--- config.mk ---
export PLATFORM = sky130hd
export DESIGN_NAME = ltt_ram
export DESIGN_NICKNAME = d
export VERILOG_FILES = /design/src/rtl/assert_macros.svh /design/src/rtl/ltt_ram.sv
export SDC_FILE = /design/constraint.sdc
export NUM_CORES = 2
export LEC_CHECK = 0
export BUFFER_PORTS_ARGS = -buffer_cell sky130_fd_sc_hd__buf_2
export CAP_MARGIN = 10
export CELL_PAD_IN_SITES_DETAIL_PLACEMENT = 0
export CELL_PAD_IN_SITES_GLOBAL_PLACEMENT = 1
export CORE_UTILIZATION = 45
export DETAILED_ROUTE_END_ITERATION = 10
export PLACE_DENSITY = 0.7
export SYNTH_ARGS = -nofsm -noshare
export SYNTH_HDL_FRONTEND = slang
export SYNTH_SLANG_ARGS = --single-unit
export TNS_END_PERCENT = 100
--- constraint.sdc ---
create_clock -name aclk -period 6.05 [get_ports aclk]
set_input_delay 1.21 -clock aclk [delete_from_list [all_inputs] [get_ports aclk]]
set_output_delay 1.21 -clock aclk [all_outputs]
set_load 0.01 [all_outputs]
--- src/rtl/assert_macros.svh ---
// ----------------------------------------------------------------------------
// Assertion macros
// Concurrent assertion wrappers, clocked and disabled during reset.
// ----------------------------------------------------------------------------
`ifndef ASSERT_MACROS_SVH
`define ASSERT_MACROS_SVH

`ifndef NO_ASSERTIONS

// Same-cycle implication.
`define ASSERT_IMPLIES(label, clk, rstn, ante, cons) \
    label: assert property (@(posedge clk) disable iff (!rstn) (ante) |-> (cons)) \
        else $error("%m: check failed");

// Next-cycle implication.
`define ASSERT_NEXT(label, clk, rstn, ante, cons) \
    label: assert property (@(posedge clk) disable iff (!rstn) (ante) |=> (cons)) \
        else $error("%m: check failed");

`else

`define ASSERT_IMPLIES(label, clk, rstn, ante, cons)
`define ASSERT_NEXT(label, clk, rstn, ante, cons)

`endif

`endif

--- src/rtl/ltt_ram.sv ---
// ----------------------------------------------------------------------------
// Generic RAM
// One write port and one read port, read data registered.
// ----------------------------------------------------------------------------
module ltt_ram #(
    parameter int WIDTH = 8,
    parameter int DEPTH = 256,
    localparam int AW = (DEPTH > 1) ? $clog2(DEPTH) : 1
) (
    input  logic             aclk,
    input  logic             wr_en,
    input  logic [AW-1:0]    wr_addr,
    input  logic [WIDTH-1:0] wr_data,
    input  logic             rd_en,
    input  logic [AW-1:0]    rd_addr,
    output logic [WIDTH-1:0] rd_data
);

    logic [WIDTH-1:0] mem [DEPTH];

    always_ff @(posedge aclk) begin
        if (wr_en) begin
            mem[wr_addr] <= wr_data;
        end
        if (rd_en) begin
            rd_data <= mem[rd_addr];
        end
    end

endmodule

### Word-level counts from Yosys, hierarchy flattened

Memory sizes are Yosys's and may differ from the RTL's. A register that Yosys moved wholly into a read port is not among the register bits.
Index checks and enable logic that the tools add are counted.

* register bits: 0
* memory bits (writable): 2048
* output and inout port bits: 8
* logic and storage cells: 3
* memories: 1

* multiplexer cells: 2

Memories
* mem: words 256, bits a word 8, read ports 1, clocked after memory_dff 1, wr ports 1, RTL line ltt_ram.sv:19 `logic [WIDTH-1:0] mem [DEPTH];`

Operator list (count)
* $mux W1: 2

### Logic depth before layout (Yosys ltp)

* word-level depth: 2
* mapped depth: 11
* mapped depth without buffers: 6

### Least setup slack after synthesis

No wires, ideal clock.

* path type: input to register
* from: input rd_addr[0]
* to: register rd_data[2] (read register of mem), data pin
* arrival: 3017 ps
* data required time: 5781 ps
* path slack: 2764 ps
* stages: 9
* buffers on the path: 4
* cell sequence: buf_6 > buf_12 > buf_8 > buf_2 > mux4_2 > a22oi_1 > a21oi_1 > nor4_1 > nor4_2

RTL lines
* start, declared: RTL line ltt_ram.sv:15 `input logic [AW-1:0] rd_addr,`
* end, declared: RTL line ltt_ram.sv:16 `output logic [WIDTH-1:0] rd_data`

==> flow_summary_export.csv <==
group,metric,value,unit
logic_synthesis,synth_fp_nets,3760,
flow_run,maxCapViolCount,0,
run_status,status,"complete, no violations",
hold_path,hold_depth,1,
floorplanning,die_w,423,um
drt,wirelength,196,mm
cts,cts_hold_buffers,0,
hold_path,hold_path_class,"primary input to flop",
logic_synthesis,synthMuxAreaShare,14.6,%
place,post-place-cells,5989,
logic_synthesis,synth_compound_area_share,3.42,%
cts,cts_root_buffer,"clkbuf_16",
critical_path,required,6.57,ns
logic_synthesis,synth_area,79600,um^2
power,ir_worst_vdd,0.000293,V
critical_path,critical_path_class,"primary input to flop",
final_layout,areaGrowthSynthToFinish,11.5,%
floorplanning,placeableCoreArea,176000,um^2
critical_path,r2r_start,"mem[18][3]",
logic_synthesis,syn_area_per_cell,21.3,um^2
critical_path,path_max_fanout,82,
logic_synthesis,synth_top_cell_by_area,"edfxtp_1",
grt,grt_start_max_net_pins,168,
drt,drtAntennaViolNets,0,
logic_synthesis,ys_warn_count,0,
logic_synthesis,ys_dominant_reg_cell,"edfxtp_1",
power,power_density,329,nW/um^2
critical_path,worstPathCellList,"buf_8, buf_12, buf_12, nand3b_1, o221ai_1, a21oi_1, a21oi_1, nor3_1, nor4_1",
critical_path,critical-path-top-delay-family,"simple AND/OR/NAND/NOR gates",
critical_path,worstPathBufferInverterCount,3,
place,place.detailed.hpwl,119,mm
logic_synthesis,yosysTopAreaCellShare,77.5,%
logic_synthesis,synth-xor-area-share,0,%
logic_synthesis,synth_top_family_by_area,"multiplexers",
drt,via_count,38600,
hold_path,min-delay-start,"wr_data[5]",
power,power.leakage,27.1,nW
logic_synthesis,synth-async-reset-ratio,0,%
grt,gr-total-overflow,0,
sta,setup-tns-final,0,ns
logic_synthesis,ys_ff_latch,2056,
drt,vias_per_cell,6.07,
logic_synthesis,synthSimpleGateAreaFrac,2.63,%
place,numPortBuffers,34,
cts,cts_max_level,4,
sta,finalHoldViolations,0,
drt,post_drt_wl_per_cell,30.8,um
cts,ctsResizeCount,0,
critical_path,start_kind,"primary input",
final_layout,drive_gt1_share,22.1,%
sta,max_slew_margin,17.5,%
sta,skew,0.0181,ns
cts,cts_max_path_buffers,3,
logic_synthesis,synth.distinct_cells,54,
critical_path,cp.arrival,4.98,ns
final_layout,nNetsFinal,3880,
floorplanning,dieArea,179000,um^2
logic_synthesis,synth_most_common_cell,"edfxtp_1",
sta,period_share,73.7,%
critical_path,reg2regPathDepth,6,
place,place_congestion,0.820,
grt,antenna_found_initial,15,
cts,postCtsSetupRepairBufs,0,
logic_synthesis,postSynthCellCount,3733,
cts,clk_latency,0.81,ns
cts,cts_buffers,201,
sta,fin_crit,4.46,ns
critical_path,crit_path_max_incr_delay,1.03,ns
sta,maxSlewViolCount,0,
sta,rsz0062_at_grt,"false",
sta,setup-violations-final,0,
floorplanning,die_height,423,um
grt,grt_pass1_wl,282,mm
logic_synthesis,synthAdderAreaFrac,0,%
logic_synthesis,seq_area_frac_synth,77.5,%
logic_synthesis,synth_edf_count,2056,
cts,cts.sink_count,2056,
logic_synthesis,synth.top_cells.by_area,"edfxtp_1, mux4_2, mux2i_1, nor2_1, a22oi_1",
grt,grt_pass1_vias,38700,
floorplanning,start_util,45.3,%
critical_path,path_depth,9,
logic_synthesis,synth_common_cells,"edfxtp_1, mux4_2, nor2_1, mux2i_1, a22oi_1",
sta,fmax,224,MHz
final_layout,fillCellCount,13800,
final_layout,finalNonFillerCells,6364,
drt,drc,0,
cts,cts.clk_slew.worst_paths,0.06,ns
drt,drtIter0Drc,4542,
floorplanning,pin_count,35,
cts,cts_tree,"done",
critical_path,cp_slowest_cell,"nor3_1",
critical_path,startpoint,"rd_addr[1]",
critical_path,worstSetupEndpointType,"flop",
grt,grt_usage,21.9,%
sta,worst_slew_pin_slew,1.23,ns
drt,first_pass_iters,8,
floorplanning,rows,154,
[cells by family after synthesis]
logic type	count (synthesis)
flops	2056
compound gates	385
buf+inv	235
mux	591
simple gates	466
[where the power goes]
group	leakage [nW]	internal (mW)	total (mW)	switching (mW)
combinational	5.59	0.474	1.41	0.933
clock	3.07	6.80	12.0	5.23
sequential	18.5	15.7	15.7	0.0194
total	27.1	23.0	29.2	6.19
[final timing paths]
check          endpoint  slack (ns)
max          rd_data[4]        1.59
min reg2reg  rd_data[5]        1.19
max reg2reg  rd_data[3]        2.98
min          mem[59][5]        0.82
[routing by layer]
metal,track usage (%),share of wire (%)
met2,35.3,49
met5,0,0.0066
met4,5.53,2.5
met3,3.61,7.4
met1,31.2,41
[cells in the final DEF, fill, tap and decap left out, types with 16 or more instances in the layout]
cell       instances
nand2_1           33
buf_4            102
mux2i_1          134
nor3_1            22
a22oi_1          133
a21oi_1           96
clkbuf_16        203
nor2b_1           28
nor4_1            21
buf_2             23
mux4_2           454
nor2_1           279
o22ai_1           28
edfxtp_1        2056
clkinv_1          57
o221ai_1          46
clkinv_2          29
a211oi_1          16
clkbuf_1          49
nand3_1           34
[layout make-up]
type	count	area, um^2	share of cell area (%)
clock inverters	116	1020	1.15
flip-flops and latches	2056	61700	69.5
diodes	6	15.0	0.0169
repair buffers	150	1330	1.50
clock buffers	252	5260	5.93
inverters	2	7.51	0.00845
multi-input cells	1442	16500	18.6
well taps	2340	2930	3.30
[through the flow]
step                      worst slack [ns]  hold slack, ns  power [mW]  instance area, um^2  util, %
after floorplan                       2.76           0.864        16.8                79600        -
after global placement               0.882            1.14        17.4                82500     46.9
after detailed placement             0.862            1.16        17.5                82500     46.9
after CTS                             1.73           0.799        29.4                88800     50.5
after global routing                  1.59           0.799        29.9                88800     50.5
final                                 1.59           0.816        29.2                88800     50.5
[registers in the layout, indices dropped and copies added (netlist names)]
name	count
mem	2048
rd_data	8
Power figures use the tool's default switching activity.
