**src/rtl/assert_macros.svh**
```systemverilog
// ----------------------------------------------------------------------------
// Assertion macros
// Concurrent assertion wrappers, clocked and disabled during reset.
// ----------------------------------------------------------------------------
`ifndef ASSERT_MACROS_SVH
`define ASSERT_MACROS_SVH

`ifndef NO_ASSERTIONS

// Same-cycle implication.
`define ASSERT_IMPLIES(label, clk, rstn, ante, cons) \
    label: assert property (@(posedge clk) disable iff (!rstn) (ante) |-> (cons)) \
        else $error("%m: check failed");

// Next-cycle implication.
`define ASSERT_NEXT(label, clk, rstn, ante, cons) \
    label: assert property (@(posedge clk) disable iff (!rstn) (ante) |=> (cons)) \
        else $error("%m: check failed");

`else

`define ASSERT_IMPLIES(label, clk, rstn, ante, cons)
`define ASSERT_NEXT(label, clk, rstn, ante, cons)

`endif

`endif

```
**src/rtl/ltt_pkg.sv**
```systemverilog
// ----------------------------------------------------------------------------
// Letter trie type lookup package
// Sizes, transaction types, memory entry layout and letter decoding.
// ----------------------------------------------------------------------------
package ltt_pkg;

    localparam int MAX_NODES     = 256;
    localparam int ALPHABET_SIZE = 26;
    localparam int TYPE_BITS     = 8;

    localparam int NODE_W  = (MAX_NODES > 1) ? $clog2(MAX_NODES) : 1;
    localparam int FREE_W  = $clog2(MAX_NODES + 1);
    localparam int ENTRIES = MAX_NODES * ALPHABET_SIZE;
    localparam int ADDR_W  = $clog2(ENTRIES);
    localparam int LET_W   = $clog2(ALPHABET_SIZE);

    localparam logic [7:0] CH_LC_A = 8'h61;
    localparam logic [7:0] CH_LC_Z = 8'h7a;
    localparam logic [7:0] CH_UC_A = 8'h41;
    localparam logic [7:0] CH_UC_Z = 8'h5a;

    localparam logic [1:0] STATUS_DONE = 2'd0;
    localparam logic [1:0] STATUS_BAD  = 2'd1;
    localparam logic [1:0] STATUS_FULL = 2'd2;

    typedef logic [TYPE_BITS-1:0] type_t;
    typedef logic [NODE_W-1:0]    node_t;
    typedef logic [FREE_W-1:0]    free_t;
    typedef logic [ADDR_W-1:0]    addr_t;
    typedef logic [LET_W-1:0]     letter_idx_t;

    typedef struct packed {
        logic       req_type;
        logic [7:0] char_code;
        logic       last_char;
        logic [7:0] type_code;
    } in_item_t;

    typedef struct packed {
        logic [7:0] found_type;
        logic [1:0] status;
    } out_item_t;

    // One trie slot: child pointer and the type of a key ending on this letter.
    typedef struct packed {
        node_t child;
        type_t leaf;
    } node_entry_t;

    typedef struct packed {
        logic        wr_en;
        addr_t       wr_addr;
        node_entry_t wr_data;
        logic        rd_en;
        addr_t       rd_addr;
    } mem_req_t;

    typedef struct packed {
        logic        en;
        letter_idx_t idx;
        type_t       data;
    } single_wr_t;

    typedef struct packed {
        logic        ok;
        letter_idx_t idx;
    } letter_t;

    function automatic letter_t letter_of(logic [7:0] c, logic fold);
        letter_t r;
        r.ok  = 1'b0;
        r.idx = '0;
        if (c inside {[CH_LC_A:CH_LC_Z]}) begin
            r.ok  = 1'b1;
            r.idx = LET_W'(c - CH_LC_A);
        end else if (fold && (c inside {[CH_UC_A:CH_UC_Z]})) begin
            r.ok  = 1'b1;
            r.idx = LET_W'(c - CH_UC_A);
        end
        return r;
    endfunction

    function automatic addr_t node_addr(node_t node, letter_idx_t letter);
        return ADDR_W'(node) * ADDR_W'(ALPHABET_SIZE) + ADDR_W'(letter);
    endfunction

    function automatic type_t to_type(logic [7:0] v);
        logic [TYPE_BITS+7:0] ext;
        ext = {{TYPE_BITS{1'b0}}, v};
        return ext[TYPE_BITS-1:0];
    endfunction

    function automatic logic [7:0] from_type(type_t t);
        logic [TYPE_BITS+7:0] ext;
        ext = {8'h00, t};
        return ext[7:0];
    endfunction

endpackage

```
**src/rtl/ltt_single_tbl.sv**
```systemverilog
// ----------------------------------------------------------------------------
// Single-letter type table
// Type codes of one-letter keys, cleared by reset, read combinationally.
// ----------------------------------------------------------------------------
module ltt_single_tbl (
    input  logic                 aclk,
    input  logic                 aresetn,
    input  ltt_pkg::single_wr_t  wr,
    input  ltt_pkg::letter_idx_t rd_idx,
    output ltt_pkg::type_t       rd_data
);
    import ltt_pkg::*;

    type_t slot_reg [ALPHABET_SIZE];

    always_ff @(posedge aclk) begin
        if (!aresetn) begin
            for (int i = 0; i < ALPHABET_SIZE; i++) begin
                slot_reg[i] <= '0;
            end
        end else if (wr.en) begin
            slot_reg[wr.idx] <= wr.data;
        end
    end

    assign rd_data = slot_reg[rd_idx];

endmodule

```
**config.mk**
```make
export PLATFORM = sky130hd
export DESIGN_NAME = ltt_single_tbl
export DESIGN_NICKNAME = d
export VERILOG_FILES = /design/src/rtl/assert_macros.svh /design/src/rtl/ltt_pkg.sv /design/src/rtl/ltt_single_tbl.sv
export SDC_FILE = /design/constraint.sdc
export NUM_CORES = 1
export LEC_CHECK = 0
export ABC_CLOCK_PERIOD_IN_PS = 2800
export BUFFER_PORTS_ARGS = -buffer_cell sky130_fd_sc_hd__buf_2
export CAP_MARGIN = 20
export CORE_UTILIZATION = 56
export CTS_CLUSTER_DIAMETER = 40
export DETAILED_ROUTE_END_ITERATION = 7
export PLACE_DENSITY = 0.78
export SYNTH_ARGS = -nofsm -noshare
export SYNTH_HDL_FRONTEND = slang
export SYNTH_SLANG_ARGS = --single-unit
```
**constraint.sdc**
```tcl
create_clock -name aclk -period 2.8 [get_ports aclk]
set_input_delay 0 -clock aclk [delete_from_list [all_inputs] [get_ports aclk]]
set_output_delay 0 -clock aclk [all_outputs]
set_load 0.01 [all_outputs]
```
# ---- Word level (Yosys, flattened, before mapping)
# Memories as Yosys holds them, arrays and structs flattened.
# Index checks and enable logic that the tools add are counted.
dict set report totals {
  register_bits 0
  ram_bits 208
  in_bits 21
  output_inout_bits 8
  elab_cells 9
  memories 1
}
# memory depth word_bits rd rd_clocked_by_memory_dff write_ports line
set memory_table {}
lappend memory_table {slot_reg 26 8 1 0 26 ltt_single_tbl.sv:14} ;# type_t slot_reg [ALPHABET_SIZE];
dict set report classes {
  n_mux 7
  reduce_logical 1
}
# cell n
set ops {}
lappend ops {{8-bit 2-to-1 mux} 1}
lappend ops {{8-bit OR reduction} 1}
lappend ops {{1-bit 2-to-1 mux} 5}
lappend ops {{5-bit 2-to-1 mux} 1}

# ---- Logic depth before layout (Yosys ltp)
dict set report logic_depth {
  ltp_word 5
  ltp_mapped 5
  mapped_depth_nobuf 3
}

# ---- Worst setup path after synthesis
# No wires, ideal clock.
dict set report synth_timing {
  path_kind {input to output}
  start {in rd_idx[2]}
  end {out rd_data[0]}
  t_arrival_ps 1764
  required_ps 2800
  setup_slack_ps 1036
  stages 5
  n_path_buf 2
  cell_sequence {clkbuf_1 > buf_1 > mux4_2 > mux4_2 > mux2_2}
}
dict set report synth_via {
  elab_chain_len 1
}
# element line
set synth_rtl {}
lappend synth_rtl {{start, declared} ltt_single_tbl.sv:9} ;# input ltt_pkg::letter_idx_t rd_idx,
lappend synth_rtl {{memory read 26 x 8 bit} n/a}
lappend synth_rtl {{end, declared} ltt_single_tbl.sv:10} ;# output ltt_pkg::type_t rd_data
# Every way passes these cells.

# ---- Worst setup path after layout
dict set report layout_timing {
  start {mem slot_reg[17][6] (netlist name)}
  end {out rd_data[6]}
}
dict set report layout_via {
  elab_chain_len 1
}
# element line
set layout_rtl {}
lappend layout_rtl {{start, declared} ltt_single_tbl.sv:14}
lappend layout_rtl {{memory read 26 x 8 bit} n/a}
# Every way passes these cells.

==> flow_summary_export.csv <==
group,metric,value,unit
setup_path,crit_fanout,1,
setup_path,required,2.80,ns
power,p_leak,4.44,nW
job,max_cap_violations,0,
final_layout,final_area,0.0130,mm^2
setup_path,path_cells,"mux4_2, mux4_2, mux2_2, buf_2",
floorplanning,die_area,0.0210,mm^2
clock_tree,cts_buffers,31,
timing,maxSlewViolCount,0,
setup_path,start_kind,"register",
setup_path,arrival,2.48,ns
place,place_area,0.0120,mm^2
setup_path,end_kind,"output pin",
setup_path,cp_slowest_cell,"mux4_2",
routing,viasPerCell,6.16,
timing,finalSetupViolations,0,
synth,yosys_warnings,0,
synth,synth_area_leaders,"edfxtp_1 67%, mux4_2 16%, and2_1 11%",
routing,drc_errors,0,
final_layout,mostFrequentLayoutCells,"256 x edfxtp_1, 208 x and2_1, 80 x mux4_2",
synth,yosysTopAreaCellShare,0.671,
place,dp.cells,956,
synth,ys_seq_elements,256,
final_layout,layout_commonest_cell,"edfxtp_1",
routing,antenna_left,0,
timing,rsz0062_at_grt,"no",
timing,finalSetupTns,0,ns
final_layout,drive_gt1_frac,0.280,
setup_path,cpMostUsedCell,"mux4_2",
clock_tree,cts-root-buf,"clkbuf_16",
final_layout,stdcell_count,1013,
floorplanning,coreArea,0.0198,mm^2
floorplanning,io_pins,29,
setup_path,critPathKind,"reg -> out",
synth,syn_inst,668,
timing,slew_headroom,0.485,
place,io_buffer_count,28,
setup_path,cp_slowest_stage_delay,0.55,ns
global_route,grt_pass1_vias,6435,
global_route,grt_max_degree,43,
final_layout,final_nets,745,
synth,yosysSeqAreaShare,0.671,
routing,drt_iter0_drc,668,
floorplanning,die_w,145,um
clock_tree,cts_tree,"yes",
global_route,grt.total_usage,0.259,
clock_tree,cts.hold.buffers_added,0,
synth,syn_avg_cell_area,17.1,um^2
floorplanning,start_util,0.579,
global_route,grt.overflow.total,0,
place,hpwl,16500,um
synth,yosys.area.top_type,"edfxtp_1",
final_layout,largest_register_ffs,256,
timing,worst-slew-pin-transition,0.769,ns
timing,min_period,2.48,ns
power,p_per_area,685,mW/mm^2
floorplanning,fp-row-count,51,
routing,routedWlPerCell,25.8,um
floorplanning,die_h,145,um
timing,period_share,0.884,
synth,synth.cell_area,0.0114,mm^2
clock_tree,cts.sink_count,256,
hold_path,hp-class,"in -> reg",
routing,via_count,6244,
global_route,antenna_found_initial,2,
power,finalPower,8.94,mW
synth,syn_nets,689,
outcome,status,"completed",
global_route,grt_pass1_wl,40000,um
timing,max_freq,404,MHz
clock_tree,clockBufferDepth,3,
clock_tree,cts-htree-levels,1,
hold_path,holdPathStages,1,
final_layout,area_delta_synth_final,14.0,%
power,irDropWorstVdd,0.407,mV
synth,synth_cell_types,18,
place,routabilityCongestion,0.804,
clock_tree,cts_resized,0,
routing,routed_wl,26100,um
timing,final_hold_viol_count,0,
clock_tree,post-cts-setup-buffer-count,0,
clock_tree,path_clk_slew,0.06,ns
routing,drt_first_pass_iters,5,
logic make-up after synthesis:
family          synth area share
compound gates            0.0114
mux                        0.165
buf+inv                   0.0195
flops                      0.671
simple gates               0.132
final cells by class:
cell class	count	area, um^2
Tap cell	265	332
Multi-Input combinational cell	366	3540
Antenna cell	2	5.00
Timing Repair Buffer	69	488
Clock inverter	18	199
Clock buffer	37	798
Fill cell	1315	6730
Sequential cell	256	7690
worst max-delay path: cells and delay by family (launching register included):
kind,cells,cell delay [ns]
buffers and inverters,1,0.14
flip-flops,1,0.42
multiplexers,3,1.38
cells in the mapped netlist:
master	count
nand4bb_1	1
buf_4	1
and2_1	208
o21ai_0	26
nand3b_1	3
nor2_1	32
clkbuf_1	31
mux4_2	80
nand4b_1	2
buf_1	7
or3b_2	3
buf_6	6
or3_1	1
buf_2	1
edfxtp_1	256
nand3_1	1
mux2_2	8
nand4_1	1
power by group:
group	internal (mW)	leakage [nW]	switching, mW
logic	0.286	1.56	0.362
registers	4.38	2.41	0.0531
clock network	2.32	0.469	1.53
total	6.99	4.44	1.95
metal layers:
layer	part of all wire	vias up	global-route usage
met5	0	-	0
met4	0.020	0	0.0628
met3	0.11	40	0.0657
met2	0.48	346	0.408
met1	0.39	3195	0.365
li1	-	2663	-
through the flow:
stage	utilization	setup slack, ns	hold slack (ns)
floorplan	-	1.04	0.0989
global placement	0.609	0.793	0.477
detailed placement	0.609	0.739	0.486
CTS	0.659	0.316	0.00578
global route	0.659	0.304	0.0143
finish	0.660	0.324	0.0114
final timing paths:
path | startpoint | to
max | slot_reg[17][6] | rd_data[6]
min | wr[2] | slot_reg[31][2]
Power figures use the tool's default switching activity.
