===== src/rtl/assert_macros.svh =====
// ----------------------------------------------------------------------------
// Assertion macros
// Concurrent assertion wrappers, clocked and disabled during reset.
// ----------------------------------------------------------------------------
`ifndef ASSERT_MACROS_SVH
`define ASSERT_MACROS_SVH

`ifndef NO_ASSERTIONS

// Same-cycle implication.
`define ASSERT_IMPLIES(label, clk, rstn, ante, cons) \
    label: assert property (@(posedge clk) disable iff (!rstn) (ante) |-> (cons)) \
        else $error("%m: check failed");

// Next-cycle implication.
`define ASSERT_NEXT(label, clk, rstn, ante, cons) \
    label: assert property (@(posedge clk) disable iff (!rstn) (ante) |=> (cons)) \
        else $error("%m: check failed");

`else

`define ASSERT_IMPLIES(label, clk, rstn, ante, cons)
`define ASSERT_NEXT(label, clk, rstn, ante, cons)

`endif

`endif


===== src/rtl/ltt_pkg.sv =====
// ----------------------------------------------------------------------------
// Letter trie type lookup package
// Sizes, transaction types, memory entry layout and letter decoding.
// ----------------------------------------------------------------------------
package ltt_pkg;

    localparam int MAX_NODES     = 256;
    localparam int ALPHABET_SIZE = 26;
    localparam int TYPE_BITS     = 8;

    localparam int NODE_W  = (MAX_NODES > 1) ? $clog2(MAX_NODES) : 1;
    localparam int FREE_W  = $clog2(MAX_NODES + 1);
    localparam int ENTRIES = MAX_NODES * ALPHABET_SIZE;
    localparam int ADDR_W  = $clog2(ENTRIES);
    localparam int LET_W   = $clog2(ALPHABET_SIZE);

    localparam logic [7:0] CH_LC_A = 8'h61;
    localparam logic [7:0] CH_LC_Z = 8'h7a;
    localparam logic [7:0] CH_UC_A = 8'h41;
    localparam logic [7:0] CH_UC_Z = 8'h5a;

    localparam logic [1:0] STATUS_DONE = 2'd0;
    localparam logic [1:0] STATUS_BAD  = 2'd1;
    localparam logic [1:0] STATUS_FULL = 2'd2;

    typedef logic [TYPE_BITS-1:0] type_t;
    typedef logic [NODE_W-1:0]    node_t;
    typedef logic [FREE_W-1:0]    free_t;
    typedef logic [ADDR_W-1:0]    addr_t;
    typedef logic [LET_W-1:0]     letter_idx_t;

    typedef struct packed {
        logic       req_type;
        logic [7:0] char_code;
        logic       last_char;
        logic [7:0] type_code;
    } in_item_t;

    typedef struct packed {
        logic [7:0] found_type;
        logic [1:0] status;
    } out_item_t;

    // One trie slot: child pointer and the type of a key ending on this letter.
    typedef struct packed {
        node_t child;
        type_t leaf;
    } node_entry_t;

    typedef struct packed {
        logic        wr_en;
        addr_t       wr_addr;
        node_entry_t wr_data;
        logic        rd_en;
        addr_t       rd_addr;
    } mem_req_t;

    typedef struct packed {
        logic        en;
        letter_idx_t idx;
        type_t       data;
    } single_wr_t;

    typedef struct packed {
        logic        ok;
        letter_idx_t idx;
    } letter_t;

    function automatic letter_t letter_of(logic [7:0] c, logic fold);
        letter_t r;
        r.ok  = 1'b0;
        r.idx = '0;
        if (c inside {[CH_LC_A:CH_LC_Z]}) begin
            r.ok  = 1'b1;
            r.idx = LET_W'(c - CH_LC_A);
        end else if (fold && (c inside {[CH_UC_A:CH_UC_Z]})) begin
            r.ok  = 1'b1;
            r.idx = LET_W'(c - CH_UC_A);
        end
        return r;
    endfunction

    function automatic addr_t node_addr(node_t node, letter_idx_t letter);
        return ADDR_W'(node) * ADDR_W'(ALPHABET_SIZE) + ADDR_W'(letter);
    endfunction

    function automatic type_t to_type(logic [7:0] v);
        logic [TYPE_BITS+7:0] ext;
        ext = {{TYPE_BITS{1'b0}}, v};
        return ext[TYPE_BITS-1:0];
    endfunction

    function automatic logic [7:0] from_type(type_t t);
        logic [TYPE_BITS+7:0] ext;
        ext = {8'h00, t};
        return ext[7:0];
    endfunction

endpackage


===== src/rtl/ltt_walk.sv =====
// ----------------------------------------------------------------------------
// Trie walk controller
// Per-key walk state, node allocation, memory clearing and result register.
// ----------------------------------------------------------------------------
`include "assert_macros.svh"

module ltt_walk (
    input  logic                   aclk,
    input  logic                   aresetn,
    input  logic                   s_valid,
    output logic                   s_ready,
    input  ltt_pkg::in_item_t      s_data,
    output logic                   m_valid,
    input  logic                   m_ready,
    output ltt_pkg::out_item_t     m_data,
    output ltt_pkg::mem_req_t      mem_req,
    input  ltt_pkg::node_entry_t   mem_rd_data,
    output ltt_pkg::single_wr_t    single_wr,
    output ltt_pkg::letter_idx_t   single_rd_idx,
    input  ltt_pkg::type_t         single_rd_data
);
    import ltt_pkg::*;

    typedef enum logic [1:0] {ST_CLEAR, ST_IDLE, ST_READ} state_t;

    state_t    state_reg, state_next;
    addr_t     clr_addr_reg, clr_addr_next;
    node_t     cur_node_reg, cur_node_next;
    free_t     next_free_reg, next_free_next;
    logic      at_first_reg, at_first_next;
    logic      key_failed_reg, key_failed_next;
    logic      fail_kind_reg, fail_kind_next;
    logic      key_absent_reg, key_absent_next;
    in_item_t  item_reg, item_next;
    addr_t     addr_reg, addr_next;
    logic      m_valid_reg, m_valid_next;
    out_item_t m_data_reg, m_data_next;

    letter_t   let_in;
    type_t     tval_in;
    type_t     tval_item;
    logic      out_free;
    logic      accept;
    logic      res_valid;
    out_item_t res;
    addr_t     rd_addr;

    assign let_in        = letter_of(s_data.char_code, !s_data.req_type);
    assign tval_in       = to_type(s_data.type_code);
    assign tval_item     = to_type(item_reg.type_code);
    assign single_rd_idx = let_in.idx;
    assign rd_addr       = node_addr(cur_node_reg, let_in.idx);

    // A final character needs the result register, so it waits for it to drain.
    assign out_free = !m_valid_reg || m_ready;
    assign s_ready  = (state_reg == ST_IDLE) && (!s_data.last_char || out_free);
    assign accept   = s_valid && s_ready;
    assign m_valid  = m_valid_reg;
    assign m_data   = m_data_reg;

    always_comb begin
        state_next      = state_reg;
        clr_addr_next   = clr_addr_reg;
        cur_node_next   = cur_node_reg;
        next_free_next  = next_free_reg;
        at_first_next   = at_first_reg;
        key_failed_next = key_failed_reg;
        fail_kind_next  = fail_kind_reg;
        key_absent_next = key_absent_reg;
        item_next       = item_reg;
        addr_next       = addr_reg;
        mem_req         = '0;
        single_wr       = '0;
        res_valid       = 1'b0;
        res             = '0;

        case (state_reg)
            ST_CLEAR: begin
                mem_req.wr_en   = 1'b1;
                mem_req.wr_addr = clr_addr_reg;
                mem_req.wr_data = '0;
                if (clr_addr_reg == ADDR_W'(ENTRIES - 1)) begin
                    state_next = ST_IDLE;
                end else begin
                    clr_addr_next = clr_addr_reg + 1'b1;
                end
            end
            ST_IDLE: begin
                if (accept) begin
                    at_first_next = 1'b0;
                    item_next     = s_data;
                    if (key_failed_reg) begin
                        res_valid  = s_data.last_char;
                        res.status = fail_kind_reg ? STATUS_FULL : STATUS_BAD;
                    end else if (key_absent_reg) begin
                        res_valid  = s_data.last_char;
                        res.status = STATUS_DONE;
                    end else if (!let_in.ok) begin
                        key_failed_next = 1'b1;
                        fail_kind_next  = 1'b0;
                        res_valid       = s_data.last_char;
                        res.status      = STATUS_BAD;
                    end else if (s_data.last_char && at_first_reg) begin
                        single_wr.en   = s_data.req_type;
                        single_wr.idx  = let_in.idx;
                        single_wr.data = tval_in;
                        res_valid      = 1'b1;
                        res.status     = STATUS_DONE;
                        res.found_type = s_data.req_type ? from_type(tval_in)
                                                         : from_type(single_rd_data);
                    end else begin
                        mem_req.rd_en   = 1'b1;
                        mem_req.rd_addr = rd_addr;
                        addr_next       = rd_addr;
                        state_next      = ST_READ;
                    end
                end
            end
            ST_READ: begin
                // Read data of the slot is valid here; write back before the next read.
                state_next = ST_IDLE;
                if (item_reg.last_char) begin
                    res_valid  = 1'b1;
                    res.status = STATUS_DONE;
                    if (item_reg.req_type) begin
                        mem_req.wr_en        = 1'b1;
                        mem_req.wr_addr      = addr_reg;
                        mem_req.wr_data.child = mem_rd_data.child;
                        mem_req.wr_data.leaf = tval_item;
                        res.found_type       = from_type(tval_item);
                    end else begin
                        res.found_type = from_type(mem_rd_data.leaf);
                    end
                end else if (mem_rd_data.child == '0) begin
                    if (!item_reg.req_type) begin
                        key_absent_next = 1'b1;
                    end else if (next_free_reg == FREE_W'(MAX_NODES)) begin
                        key_failed_next = 1'b1;
                        fail_kind_next  = 1'b1;
                    end else begin
                        mem_req.wr_en         = 1'b1;
                        mem_req.wr_addr       = addr_reg;
                        mem_req.wr_data.child = next_free_reg[NODE_W-1:0];
                        mem_req.wr_data.leaf  = mem_rd_data.leaf;
                        cur_node_next         = next_free_reg[NODE_W-1:0];
                        next_free_next        = next_free_reg + 1'b1;
                    end
                end else begin
                    cur_node_next = mem_rd_data.child;
                end
            end
            default: begin
                state_next = ST_IDLE;
            end
        endcase

        // Every result closes its key: back to the root with clean flags.
        if (res_valid) begin
            cur_node_next   = '0;
            at_first_next   = 1'b1;
            key_failed_next = 1'b0;
            fail_kind_next  = 1'b0;
            key_absent_next = 1'b0;
        end

        m_data_next = m_data_reg;
        if (res_valid) begin
            m_valid_next = 1'b1;
            m_data_next  = res;
        end else if (m_ready) begin
            m_valid_next = 1'b0;
        end else begin
            m_valid_next = m_valid_reg;
        end
    end

    always_ff @(posedge aclk) begin
        if (!aresetn) begin
            state_reg      <= ST_CLEAR;
            clr_addr_reg   <= '0;
            cur_node_reg   <= '0;
            next_free_reg  <= FREE_W'(1);
            at_first_reg   <= 1'b1;
            key_failed_reg <= 1'b0;
            fail_kind_reg  <= 1'b0;
            key_absent_reg <= 1'b0;
            m_valid_reg    <= 1'b0;
        end else begin
            state_reg      <= state_next;
            clr_addr_reg   <= clr_addr_next;
            cur_node_reg   <= cur_node_next;
            next_free_reg  <= next_free_next;
            at_first_reg   <= at_first_next;
            key_failed_reg <= key_failed_next;
            fail_kind_reg  <= fail_kind_next;
            key_absent_reg <= key_absent_next;
            m_valid_reg    <= m_valid_next;
        end
        item_reg   <= item_next;
        addr_reg   <= addr_next;
        m_data_reg <= m_data_next;
    end

    `ASSERT_IMPLIES(a_no_accept_in_clear, aclk, aresetn, state_reg == ST_CLEAR, !s_ready)
    `ASSERT_IMPLIES(a_slot_free_for_result, aclk, aresetn, (state_reg == ST_READ) && item_reg.last_char, !m_valid_reg)
    `ASSERT_IMPLIES(a_pool_bound, aclk, aresetn, 1'b1, next_free_reg <= FREE_W'(MAX_NODES))
    `ASSERT_IMPLIES(a_node_allocated, aclk, aresetn, 1'b1, FREE_W'(cur_node_reg) < next_free_reg)
    `ASSERT_NEXT(a_mid_key_not_first, aclk, aresetn, accept && !s_data.last_char, !at_first_reg)

endmodule


===== config.mk =====
export PLATFORM = sky130hd
export DESIGN_NAME = ltt_walk
export DESIGN_NICKNAME = d
export VERILOG_FILES = /design/src/rtl/ltt_pkg.sv /design/src/rtl/ltt_walk.sv
export VERILOG_INCLUDE_DIRS = /design/src /design/src/rtl
export SDC_FILE = /design/constraint.sdc
export NUM_CORES = 1
export LEC_CHECK = 0
export ABC_AREA = 0
export BUFFER_PORTS_ARGS = -buffer_cell sky130_fd_sc_hd__buf_2
export CORE_MARGIN = 2
export CORE_UTILIZATION = 40
export CTS_BUF_LIST = sky130_fd_sc_hd__clkbuf_4 sky130_fd_sc_hd__clkbuf_8 sky130_fd_sc_hd__clkbuf_16
export CTS_CLUSTER_DIAMETER = 40
export DETAILED_ROUTE_END_ITERATION = 6
export PLACE_DENSITY = 0.59
export SYNTH_ARGS = -nofsm -noshare
export SYNTH_HDL_FRONTEND = slang
export SYNTH_SLANG_ARGS = --single-unit

===== constraint.sdc =====
create_clock -name aclk -period 9.9 [get_ports aclk]
set_clock_uncertainty 0.05 [all_clocks]
set_input_delay 2.97 -clock aclk [delete_from_list [all_inputs] [get_ports aclk]]
set_output_delay 2.97 -clock aclk [all_outputs]
set_load 0.05 [all_outputs]

Yosys cells after proc, flatten, opt, wreduce, memory -nomap -nowiden. Index checks and enable logic that the tools add are counted.

Output and inout bits: 75. Flip-flop bits (word level): 70. Bits of input ports: 46. Memories kept: 0. Memory bits (writable): 0. Latch bits: 0. Memory bits (read-only): 0.

$lt $le $gt $ge: 4. Eq/ne operators: 17. Bitwise gates (word level): 8. Multipliers: 1. Add/sub/neg operators: 5. Reduce and logical (&&, ||, !) cells: 25. Divide/modulo/power cells: 0. Shift operators: 0. Muxes and demuxes: 66.

Operators with widths (count): two-way mux 14 bit (12); two-way mux 30 bit (5); two-way mux 8 bit (8); case mux 30 bit (2 select lines) (1); two-way mux 10 bit (3); != test 2 bit (second input constant) (13); two-way mux 1 bit (20); two-way mux 2 bit (10); case mux 10 bit (2 select lines) (1); AND reduction 6 bit (3); >= comparator 8 x 7 -> 1 bit (second input constant) (2); <= comparator 8 x 7 -> 1 bit (second input constant) (2); adder 13 x 1 -> 13 bit (second input constant) (1); adder 13 x 5 -> 13 bit (1); == test 13 bit (second input constant) (1); multiplier 8 x 4 -> 12 bit (second input constant) (1); two-way mux 6 bit (2); subtractor 5 x 1 -> 5 bit (second input constant) (2); adder 9 x 1 -> 9 bit (second input constant) (1); == test 9 bit (second input constant) (1); AND reduction 9 bit (1); logical NOT 8 bit (1); inverter 1 bit (8); AND reduction 4 bit (2); other kinds (12) (24).

Depth between registers and ports, before layout.
Depth after elaboration: 12. Mapped depth: 16. Mapped depth without buffers: 15.

Worst setup path before layout. No wires, ideal clock.

Path type: input port to output port. Start point: input port s_data[9] (netlist bit). End point: output port mem_req[6] (netlist bit). Setup slack: 336 ps. Buffers on the path: 1. Data required time: 6880 ps. Stages on the path: 12. Arrival time: 6544 ps. Cells stage by stage: inv_1 -> ha_1 -> or3b_1 -> o221a_2 -> nand2_1 -> buf_2 -> nor2_1 -> ha_1 -> a211oi_1 -> o21bai_1 -> nor2b_1 -> nor3_1.

RTL lines: start: declaration (RTL line ltt_walk.sv:12) `input ltt_pkg::in_item_t s_data,`; end: declaration (RTL line ltt_walk.sv:16) `output ltt_pkg::mem_req_t mem_req,`.

==> reports/qor.yml <==
sta:
  worst_pin_slew_ps: 1150
  fin_crit_sh_pct: 95.8
  tns_ps: 0
  slew_headroom_pct: 23.2
  max_freq_ghz: 0.105
  hold_violations: 0
  rsz0062_at_grt: "no"
  layout_min_cycle_time_ps: 9480
  slew_viol_final: 0
  finalSetupViolations: 0
cells_and_area:
  design_area_mm2: 0.00559
  fin_nets: 678
  layout-drive-gt1-share_pct: 24.4
  area_growth_pct: 22.8
  diodes: 0
global_route:
  gr-max-usage-layer: "met2"
  gr-total-overflow: 0
  grt_pass1_vias: 3794
  antenna_found_initial: 0
  use_met1_pct: 26.8
  grtUsageTotal_pct: 19.2
  grt_pass1_wl_mm: 19.0
  grt_max_degree: 24
  use_met3_pct: 3.88
  met2_usage_pct: 29.9
power_and_ir_drop:
  leakagePower_nw: 2.64
  powerDensity_mw_per_mm2: 131
  peakVddDrop_mv: 0.0780
  power_uw: 735
route:
  ant_nets: 0
  drtIter0Drc: 203
  wirelength_mm: 11.8
  wire_per_inst_um: 16.0
  drt-vias-per-instance: 5.31
  drcViolationCount: 0
  vias: 3922
  dr.pass1.iters: 5
cts:
  numCtsBuffers: 9
  postCtsSetupBuffers: 0
  cts_max_level: 3
  clk_latency_ps: 330
  clock_path_buffers: 2
  clock-sinks: 70
  root_buffer: "clkbuf_16"
  cts_tree: "built"
  cts_hold_buf: 0
  clkTransAtPathRegs_ps: 60
  post_cts_resized: 0
synth:
  synth_area_leaders: "edfxtp_1 (22%), dfxtp_1 (16%), ha_1 (9.1%)"
  yosys_warnings: 0
  postSynthAreaPerCell_um2: 9.50
  yosysTopAreaCell: "edfxtp_1"
  synth_seq_cells: 70
  synth_seq_area_share_pct: 38.1
  synth_top_area_share_pct: 21.8
  synthFlopType: "dfxtp_1"
  async_flop_share_pct: 0
  synth_edf_count: 33
  netlist_area_mm2: 0.00455
  yosysMostFrequentCell: "nor2_1"
  synth.distinct_cells: 52
  ys_top_cells_by_count: "nor2_1 (56), dfxtp_1 (37), edfxtp_1 (33), ha_1 (33), a22o_1 (29)"
  syn-num-nets: 564
  synthCells: 479
die:
  start_util_pct: 41.4
  fp.dieW_um: 111
  num_rows: 38
  top_level_ports: 121
  dieArea_mm2: 0.0122
  die_h_um: 111
  core_area_mm2: 0.0110
setup_path:
  slowest_stage: "or3b_1"
  ff2ff_setup_slack_ps: 6430
  start_kind: "input pin"
  reg2regPathDepth: 9
  worstPathArrival_ps: 6460
  cp_slowest_stage_delay_ps: 390
  critPathKind: "input pin to output pin"
  timing.rr.end: "addr_reg[12]"
  reg2reg_from: "cur_node_reg[1]"
  critPathRequiredTime_ps: 6880
  cp_max_fo: 11
  startpoint: "s_data[9]"
  worstPathCellList: "buf_2 -> inv_1 -> ha_1 -> or3b_1 -> o221a_2 -> nand2_1 -> nor2_1 -> ha_1 -> o21ai_0 -> o21bai_1 -> nor2b_1 -> nand3_1 -> nor4_1 -> xnor3_1 -> and2_1 -> buf_2"
  cp-end-kind: "output pin"
min_path:
  min_path_cells: 1
  holdPathEnd: "at_first_reg"
  min_path_type: "flip-flop to flip-flop"
  hold_start: "at_first_reg"
run:
  drv_cap: 0
placed_design:
  port_buffers: 120
  gp_congestion: 0.893
  hpwl_mm: 9.10
  placed_area_mm2: 0.00526
outcome:
  status: "finished clean"
-- stage by stage --
step | hold slack, ps | cells | setup WS, ps | util, %
2_1_floorplan | 400 | 479 | 336 | -
3_3_place_gp | 422 | 722 | 565 | 47.9
3_5_place_dp | 420 | 722 | 394 | 47.9
4_1_cts | 435 | 738 | 379 | 50.9
5_1_grt | 480 | 738 | 83.4 | 50.9
6_report | 438 | 738 | 415 | 50.9
-- metal layers --
layer,up-vias,routed length (um)
li1,1954,-
met1,1852,5730
met3,9,597
met4,0,117
met5,-,0
met2,107,5380
-- critical path: cells and delay by family --
kind / cells / cell delay, ps
AOI/OAI and AO/OA: 3 / 570
xor gates and xnor gates: 1 / 280
adders and majority gates: 2 / 550
buffers and inverters: 3 / 430
and+or+nand+nor: 7 / 1650
-- layout make-up --
| class | count | area [um2] |
|---|---|---|
| fillers | 1035 | 5400 |
| well taps | 140 | 175 |
| repair buffers | 122 | 616 |
| clock inverters | 2 | 60.1 |
| flip-flops and latches | 70 | 1730 |
| multi-input cells | 368 | 2650 |
| clock buffers | 14 | 269 |
| inverters | 22 | 82.6 |
-- layout by cell type, fill, tap and decap left out, drive strengths merged, types with 10 or more instances in the layout --
master,count
buf,122
nor2,57
dfxtp,37
ha,33
edfxtp,33
a22o,29
and2,27
nand2,26
a21oi,23
inv,22
mux2i,17
xor2,17
clkbuf,14
xnor2,13
a211oi,11
nand3,10
nor3,10
o21ai,10
-- worst max-delay path by stage --
| stage | to | slack [ps] | cells past startpoint |
|---|---|---|---|
| after floorplan | mem_req[6] | 340 | 12 |
| after global routing | mem_req[12] | 80 | 16 |
| after detailed placement | mem_req[12] | 390 | 16 |
| final | mem_req[12] | 420 | 16 |
| after CTS | mem_req[12] | 380 | 16 |
| after global placement | mem_req[12] | 560 | 16 |
-- report_power, final --
part / internal (mW) / switching [mW] / total (mW)
Sequential: 0.307 / 0.00468 / 0.311
Clock: 0.239 / 0.116 / 0.354
Combinational: 0.0237 / 0.0451 / 0.0688
Total: 0.569 / 0.165 / 0.735
-- kinds of logic after synthesis --
group / synth area share, %
buffers and inverters: 3.66
DFF: 38.1
and+or+nand+nor: 20.4
adders and majority gates: 11.7
muxes: 3.99
xor gates and xnor gates: 6.27
AOI/OAI and AO/OA: 15.9
(Power assumes the default switching activity.)
